===== src/pdb_pkg.sv =====
// Shared types, codes and the pixel conversion function for the decimating BGR24 converter.
package pdb_pkg;

	localparam int CntW = 14;
	localparam int FmtW = 3;

	// Configuration register indexes
	localparam logic [1:0] REG_WIDTH  = 2'd0;
	localparam logic [1:0] REG_HEIGHT = 2'd1;
	localparam logic [1:0] REG_FORMAT = 2'd2;

	// Source pixel format codes
	localparam logic [FmtW-1:0] FMT_NONE   = 3'd0;
	localparam logic [FmtW-1:0] FMT_RAW_A  = 3'd1;
	localparam logic [FmtW-1:0] FMT_RAW_B  = 3'd2;
	localparam logic [FmtW-1:0] FMT_RAW_C  = 3'd3;
	localparam logic [FmtW-1:0] FMT_RGB565 = 3'd4;
	localparam logic [FmtW-1:0] FMT_SWAP   = 3'd5;
	localparam logic [FmtW-1:0] FMT_RGB555 = 3'd6;
	localparam logic [FmtW-1:0] FMT_RGB444 = 3'd7;

	typedef struct packed {
		logic       ok;
		logic [7:0] blue;
		logic [7:0] green;
		logic [7:0] red;
	} bgr_t;

	// Position status from the raster tracker
	typedef struct packed {
		logic keep;
		logic last;
	} pos_t;

	function automatic bgr_t pdb_convert(input logic [31:0] word, input logic [FmtW-1:0] fmt);
		bgr_t r;
		logic [7:0] b0;
		logic [7:0] b1;
		logic [7:0] b2;
		logic [15:0] v;
		b0 = word[7:0];
		b1 = word[15:8];
		b2 = word[23:16];
		v = {b1, b0};
		r = '0;
		case (fmt) inside
			FMT_RAW_A, FMT_RAW_B, FMT_RAW_C: begin
				r = {1'b1, b0, b1, b2};
			end
			FMT_SWAP: begin
				r = {1'b1, b2, b1, b0};
			end
			FMT_RGB565: begin
				r = {1'b1, 3'b000, v[4:0], 2'b00, v[10:5], 3'b000, v[15:11]};
			end
			FMT_RGB555: begin
				r = {1'b1, 3'b000, v[4:0], 3'b000, v[9:5], 3'b000, v[14:10]};
			end
			FMT_RGB444: begin
				r = {1'b1, 4'h0, v[3:0], 4'h0, v[7:4], 4'h0, v[11:8]};
			end
			default: begin
				r = '0;
			end
		endcase
		return r;
	endfunction

endpackage


===== src/pdb_cfg_regs.sv =====
// APB register file: frame width, frame height and pixel format.
module pdb_cfg_regs
	import pdb_pkg::*;
(
	input  logic            clk,
	input  logic            arst_n,
	input  logic            psel,
	input  logic            penable,
	input  logic            pwrite,
	input  logic [3:0]      paddr,
	input  logic [31:0]     pwdata,
	output logic [31:0]     prdata,
	output logic            pready,
	output logic [CntW-1:0] frame_width,
	output logic [CntW-1:0] frame_height,
	output logic [FmtW-1:0] pixel_format
);

	logic [CntW-1:0] width_q;
	logic [CntW-1:0] height_q;
	logic [FmtW-1:0] format_q;
	logic            wr_en;
	logic [1:0]      idx;

	assign pready = 1'b1;
	assign idx    = paddr[3:2];
	assign wr_en  = psel && penable && pwrite && pready;

	always_ff @(posedge clk or negedge arst_n) begin
		if (!arst_n) begin
			width_q  <= '0;
			height_q <= '0;
			format_q <= FMT_NONE;
		end else if (wr_en) begin
			unique case (idx)
				REG_WIDTH:  width_q  <= pwdata[CntW-1:0];
				REG_HEIGHT: height_q <= pwdata[CntW-1:0];
				REG_FORMAT: format_q <= pwdata[FmtW-1:0];
				default: ;
			endcase
		end
	end

	always_comb begin
		unique case (idx)
			REG_WIDTH:  prdata = {{(32-CntW){1'b0}}, width_q};
			REG_HEIGHT: prdata = {{(32-CntW){1'b0}}, height_q};
			REG_FORMAT: prdata = {{(32-FmtW){1'b0}}, format_q};
			default:    prdata = '0;
		endcase
	end

	assign frame_width  = width_q;
	assign frame_height = height_q;
	assign pixel_format = format_q;

endmodule


===== config.mk =====
export PLATFORM = sky130hd
export DESIGN_NAME = pdb_cfg_regs
export DESIGN_NICKNAME = d
export VERILOG_FILES = /design/src/pdb_pkg.sv /design/src/pdb_cfg_regs.sv
export SDC_FILE = /design/constraint.sdc
export NUM_CORES = 1
export LEC_CHECK = 0
export ABC_AREA = 0
export ABC_CLOCK_PERIOD_IN_PS = 2200
export BUFFER_PORTS_ARGS = -buffer_cell sky130_fd_sc_hd__buf_4
export CORE_AREA = 8 8 76 78
export DETAILED_ROUTE_END_ITERATION = 10
export DIE_AREA = 0 0 84 86
export MAX_ROUTING_LAYER = met4
export PLACE_DENSITY = 0.75
export SYNTH_ARGS = -nofsm -noshare
export SYNTH_HDL_FRONTEND = slang
export SYNTH_SLANG_ARGS = --single-unit

===== constraint.sdc =====
create_clock -name clk -period 2.2 [get_ports clk]
set_input_delay 0 -clock clk [delete_from_list [all_inputs] [get_ports clk]]
set_output_delay 0 -clock clk [all_outputs]
set_load 0.005 [all_outputs]

==> out/summary.md, run 1 <==
The run finished with clean final reports. The switching part of the total power is 0.269, and the vias after detailed routing is 1197. In the layout the commonest cells are buf_4 (67), dfrtp_1 (31), mux2_2 (21).

Largest fanout of any net on the critical path: 18. The number of enable flip-flop cells after synthesis is 0, and the peak supply drop is 0.353 mV. Fraction of layout instances using a drive strength above 1: 0.512.

Relative to the synthesized area, the layout overhead comes to 43.4%. The run gives 1600 sq um as the synthesized area. Max-slew violation count: 0. At the end of the flow, the number of nets in the layout was 247. For this run, the leading register cell type out of synthesis is dfrtp_1.

After detailed routing, the average wire length per cell comes to 15.9 um. The smallest clock period supported by the final layout is computed as 1.35 ns. In this run, synthesis produced a sequential element count of 31. The total of hold buffers inserted after clock tree synthesis is 15, and the register share of total power is 0.427. The data required time of the worst path was 2.36 ns. For the maximum buffer depth of the clock tree, the log shows 2. The tree is rooted in a clkbuf_8. In this run the register-to-register setup slack is 1.41 ns.

Adder-cell area share of the yosys netlist: 0. The clock tree synthesis step divided the H-tree into 2 levels. In this run the vertical extent of the chip is 86 um. The remaining max-slew budget at the tightest pin was 0.395; the tightest hold margin was 0.215 ns. The chip width was 84 um. Counting every sink on the clock net gives 31. In this run the standard cell core region covers 4600 sq um. Using the TritonRoute via totals, the vias-per-cell ratio works out to 4.59. The final count of hold timing violations is 0. The xor and xnor area share after synthesis works out to 0. By area, the combinational part of the netlist is dominated by multiplexers.

The peak clock frequency supported by timing was 740 MHz; the total power consumption of the routed design was 1.90 mW. TritonCTS built the clock tree. The average instance area after synthesis was 12.7 sq um; the number of nets still failing antenna checks after routing was 0.

The share of cell area taken by muxes after synthesis is 0.328. The logs give 25 for the placement row count and 0.318 for the fraction of power consumed by combinational cells. The later pin in the worst-skew pair is clocked with a latency of 0.27 ns.

The share of the synthesized area in the top cell type works out to 0.484. Number of buffer cells added on primary ports: 65. The logs give 0 ns for the total negative slack for setup checks and 0 for the number of resized instances in the post-cts repair step. Leaving out fill and tap cells, the most frequent cell in the layout is buf_4.

The number of global-route vias before repair is 1298, and the static leakage is 1.19 nW. The total overflow left after global routing is 0. After clock tree synthesis, the setup repair step added 0 buffers.

The tools report the worst setup slack after placement as 0.558 ns. 0 antenna diodes ended up in the layout. The floorplan step defined a die boundary enclosing 7220 sq um. The top cell type by total area after synthesis was dfrtp_1. The tools report the initial DRC count as 29. Setup repair after global routing left no endpoint under its margin. For the worst setup path, the data arrival time is 1.51 ns.

Entering global routing, the biggest net connects 32 pins. For the starting density of the core, the log shows 0.349. Fill cells in the final layout number 417. Switching power total: 0.511 mW. The first detailed-routing pass took 3 iterations. During synthesis, Yosys emitted a total of 0 warnings. 105 I/O pins were placed. For the pin with the worst max-slew slack, the measured transition is 0.907 ns. Power share of the clock group: 0.255. Total wire length after detailed routing: 4.14 mm.

The critical path is of the in -> reg type. The run gives 0.629 as the final weighted congestion in routability-driven placement. Across the run, the number of max-cap violations was 0. Clock-pin slew was measured on the worst setup and hold paths at 0.06 ns. The first global-routing pass estimated 6.86 mm of wire. The run gives 0.484 as the fraction of the yosys area taken by sequential cells. Overall global routing resource usage: 0.120. The area fraction in compound gates after synthesis was 0.00936; the fraction of registers with async set/reset was 1.00.

The power density over cell area is 826 nW/um^2. The initial antenna violation count was 0; the share of the clock period used by the worst path after layout was 0.614. STA classifies the critical path startpoint as an input port.

The logs give 0.849 ns for the worst setup margin and 0 for the total setup violations reported at the end of the flow. After synthesis, the netlist uses 17 different library cells. The number of remaining DRC errors was 0. Sorting the synthesized cells by area gives the leading types as dfrtp_1 (48%), mux2_2 (15%), mux2_4 (9.4%). The cell count after synthesis came out at 126. The internal power of the cells totals 1.39 mW.

The simple-gate area share of the yosys netlist was 0.0562; the largest clock skew in the final design was 0 ns. The worst hold path belongs to the class in -> async. Clock tree synthesis inserted a total of 5 buffers. The worst setup path is captured at a flip-flop. The tools report the placed wire-length estimate after detailed placement as 2.92 mm.
## cell families after synthesis
kind of cell / after synthesis
buf+inv: 26
simple gates: 19
compound gates: 3
other cells: 2
mux: 45
flops: 31
## registers in the layout, indices dropped and copies added, names as in the netlist
signal / flops
pixel_format: 3
frame_height: 14
frame_width: 14
## synth_stat cells, drive strengths merged, types with 2 or more instances
cell	number
mux2i	14
dfrtp	31
o21ai	3
nor2	11
conb	2
nand2	3
mux2	31
buf	25
## through the flow
step	util	instances	area, sq um
after floorplan	-	143	1670
after global placement	0.446	238	2050
after detailed placement	0.446	238	2050
after CTS	0.500	261	2300
after global routing	0.500	261	2300
final	0.500	261	2300
## routing by layer
metal | vias to the layer above | share of wire | global-route usage
met5 | - | 0 | -
met4 | 0 | 0.0082 | 0.0283
met3 | 5 | 0.096 | 0.0607
met2 | 65 | 0.43 | 0.175
met1 | 579 | 0.46 | 0.143
li1 | 548 | - | -
## worst paths after layout
kind	from	end	cells past startpoint
setup / recovery	paddr[2]	frame_height[3]	3
hold / removal	arst_n	frame_width[7]	2
setup reg to reg	frame_height[1]	frame_height[1]	1
hold reg to reg	frame_width[5]	frame_width[5]	1
max in group asynchronous	arst_n	frame_width[5]	2
min in group clk	penable	pixel_format[0]	4
## worst max-delay path, stage by stage
cell and delay, ns:
buf_4 0.29, or3b_1 0.77, mux2_4 0.44
## layout make-up
class / instances / area, sq um / area share
Sequential cell: 31 / 776 / 0.337
Multi-Input combinational cell: 86 / 703 / 0.306
Timing Repair Buffer: 82 / 653 / 0.284
Clock buffer: 8 / 100 / 0.0435
Tap cell: 54 / 67.6 / 0.0294
## power by group through the flow
| stage | registers [mW] | logic, mW | clock network (mW) |
|---|---|---|---|
| after floorplan | 0.814 | 0.257 | 0 |
| after global placement | 0.812 | 0.584 | 0 |
| after detailed placement | 0.818 | 0.594 | 0 |
| after CTS | 0.809 | 0.617 | 0.509 |
| after global routing | 0.829 | 0.663 | 0.538 |
| final | 0.811 | 0.604 | 0.485 |
Power figures use the tool's default switching activity.
==> run 2: changes to the inputs <==
Settings changed: ABC_AREA 0 to 1, ABC_CLOCK_PERIOD_IN_PS 2200 to 1300.
Clock period 2.2 ns to 1.3 ns, I/O delays scaled along.
==> run 2 against run 1 <==
Effect of this change: first-iteration DRC count decreased by 17%; utilization increased by 0.41 points; die area unchanged; clock-buffer cell count decreased by 2; area after synthesis increased by 0.16%; non-clock buffer count unchanged; largest power group unchanged; power increased by 65%; sequential share of layout area decreased by 0.27 points.
==> out/summary.md, run 2 <==
The final count of hold timing violations was 0; the number of cells on the worst hold path was 5. The slowest stage of the critical path belongs to the cell dfrtp_1. Most repeated cell in the gate-level netlist after synthesis: nand2_1. The share of the synthesized area in the top cell type came out at 0.483. The flow ran to the end, and the final reports show no timing, DRC or antenna violations. The cell count after synthesis was 214; the max-slew violation count was 0. The global-route wire length before repair was 7.61 mm. Leaving out fill and tap cells, the most frequent cell in the layout is nand2_1.

For this run, the top clock speed supported by timing is 1020 MHz. The fraction of layout instances using a drive strength above 1 was 0.287; the number of distinct library cells after synthesis was 15. Floorplan core area: 4600 sq um. After detailed placement, the total cell area comes to 2050 sq um. After clock tree synthesis, the clock-pin slew on the worst setup and hold paths is 0.06 ns. The power density over cell area came out at 1350 nW/um^2. In this run the horizontal extent of the chip is 84 um.

For the placed wire-length estimate after detailed placement, the log shows 3.44 mm. The root buffer cell chosen for the clock tree is clkbuf_8. The run gives 24 as the initial DRC count.

Broken down by cell family, the worst path's largest delay share belongs to flip-flops. The run gives 32 as the largest net degree at the start of global routing. The average instance area after synthesis was 7.51 sq um; the register bit total from synthesis was 31.

The run gives 4.66 mm as the total wire length after detailed routing. The logs give 5 for the total clock buffers created by CTS and 0.504 for the final core area utilization. Yosys printed 0 warnings. The floorplan step set the die height to 86 um. Largest fanout of any net on the critical path: 3. The pre-antenna-repair detailed-routing pass consisted of 4 iterations. Port buffering added 65 buffers. TritonCTS built the clock tree.

Across all layers, the routed design uses 1504 vias. In the final timing run, aggregate negative setup slack is 0 ns. The number of fillers in the final layout came out at 461.

The initial antenna violation count is 0, and the number of enable flip-flop cells after synthesis is 0. The final design instance area without fill was 2320 sq um; the peak supply drop was 0.783 mV. In this design, the stage delay of the slowest critical-path cell is 0.40 ns. The fraction of registers with async set/reset was 1.00. Hold is met by 0.140 ns.

The worst setup margin came out at 0.316 ns. The starting density of the core was 0.349; the number of H-tree branching levels was 2. Setup repair after global routing left no endpoint under its margin. The prevailing post-synth register cell was dfrtp_1. The data required time of the worst path was 1.30 ns. STA classifies the critical path endpoint as a primary output. The congestion estimate from routability-driven global placement came to 0.748.

The tools report the origin of the worst min-delay path as paddr[3]. The number of buffer and inverter stages on the critical path works out to 1. The critical path in this run is classified as reg -> out. Dividing the detail-routed via count by the number of cells gives 4.30. The overall global routing resource usage is 0.134, and the number of remaining DRC errors is 0. The fraction of the yosys area taken by sequential cells was 0.483. The number of global-route vias before repair is 1548. The tools report the worst setup slack after placement as 0.256 ns. Worst reg2reg path endpoint: frame_width[8]. Of all cell types, the one taking the most synthesized area is dfrtp_1. The setup check on the worst reg-to-reg path leaves a slack of 0.65 ns. The net total in the final layout was 336.

The tightest min-delay check is of the in -> reg type. The number of nets still failing antenna checks after routing was 0; the largest clock skew in the final design was 0 ns. After clock tree synthesis, the repair step resized 0 gates.

For the total setup violations reported at the end of the flow, the log shows 0. By count the netlist is led by nand2_1 (139), dfrtp_1 (31), buf_4 (21). Dividing the detail-routed wire length by the instance count gives 13.3 um. The analysis attributes to cell leakage a power of 1.35 nW.

The worst setup path is launched from a flip-flop. The time the final worst path needs with I/O delays and setup works out to 0.984 ns. The path with the worst hold slack has its endpoint at pixel_format[0]. The critical path data arrival time was 0.98 ns; the depth of the most critical reg-to-reg path was 2. The share of the clock period used by the worst path after layout came out at 0.757.

The die covers 7220 sq um. Sorting the synthesized cells by area gives the leading types as dfrtp_1 (48%), nand2_1 (32%), buf_4 (9.8%). In the layout the commonest cells are nand2_1 (139), buf_4 (67), dfrtp_1 (31). For the final global-route overflow total, the log shows 0. The number of top-level design ports was 105. Max-cap violations in this run came to 0. The initialized floorplan defines 25 standard-cell rows. The logs give 0 for the final antenna diode count and 2 for the maximum buffer depth of the clock tree.

The signed area change from the synthesized netlist to the final layout came out at 44.3%. Traced cell by cell, the critical path runs through nand2_1, nand3_1, buf_4. Summing every instance area after synthesis gives 1610 sq um. Clock latency on the worst-skew pair, taken at its later pin, is 0.27 ns.

The clock drives 31 sinks. The tools report the worst reg2reg path startpoint as frame_width[8]. In this run the number of cells on the critical path is 3.
[run 2: cell count changes in the layout (fill, tap and decap cells not counted), sizes merged, moves of 2 or more]
| cell | change |
|---|---|
| nand3 | +3 |
| nand2 | +139 |
| mux2i | -14 |
| clkbuf | -2 |
| inv | +5 |
| o21ai | -3 |
| mux2 | -31 |
| nor2 | -6 |
[run 2: area by class of cell]
type | instances | area [sq um] | area share
repair buffers | 82 | 653 | 0.282
clock inverters | 2 | 35.0 | 0.0151
well taps | 54 | 67.6 | 0.0291
clock buffers | 6 | 82.6 | 0.0356
multi-input cells | 170 | 686 | 0.296
flip-flops and latches | 31 | 776 | 0.335
inverters | 5 | 18.8 | 0.00809
[run 2: layer usage]
metal  vias up  GRT usage  routed length (um)
met5         -          -                   0
met3         5     0.0597                 370
met2        54      0.239                2430
li1        761          -                   -
met4         0     0.0377                  48
met1       684      0.127                1820
[run 2: what timing repair did]
item / 4_1_cts / 5_1_grt
buffers inserted: 0 / 0
hold buffers: 15 / 0
endpoints found under the hold margin: 62 / 0
[run 2: stage by stage]
| step | cells | total power, mW |
|---|---|---|
| final | 350 | 3.13 |
| after global routing | 350 | 3.34 |
| after CTS | 350 | 3.17 |
| after detailed placement | 327 | 2.16 |
| after global placement | 327 | 2.12 |
| after floorplan | 231 | 1.63 |
[run 2: worst max path at each step]
stage / startpoint / end / slack [ns]
3_5_place_dp: paddr[3] / frame_width[8] / 0.26
4_1_cts: frame_width[1] / prdata[1] / 0.30
3_3_place_gp: paddr[3] / frame_width[9] / 0.27
2_1_floorplan: paddr[3] / frame_width[0] / 0.67
5_1_grt: paddr[3] / prdata[1] / 0.25
6_report: frame_width[1] / prdata[1] / 0.32
[run 2: cell families (layout without fill, tap and decap cells)]
family / Yosys count / in the layout / share of synthesized area
buffers and inverters: 30 / 95 / 0.130
DFF: 31 / 31 / 0.483
other: 2 / 19 / 0.00467
and+or+nand+nor: 151 / 151 / 0.382
[run 2: worst min-delay path, stage by stage]
cell	delay, ns
buf_4	0.12
nand2_1	0.08
nor2_1	0.07
nand2_1	0.06
nand2_1	0.04
[run 2: where the power goes]
| group | total, mW | switching (mW) | internal, mW |
|---|---|---|---|
| sequential | 1.33 | 0.167 | 1.16 |
| clock | 0.971 | 0.352 | 0.620 |
| combinational | 0.826 | 0.356 | 0.470 |
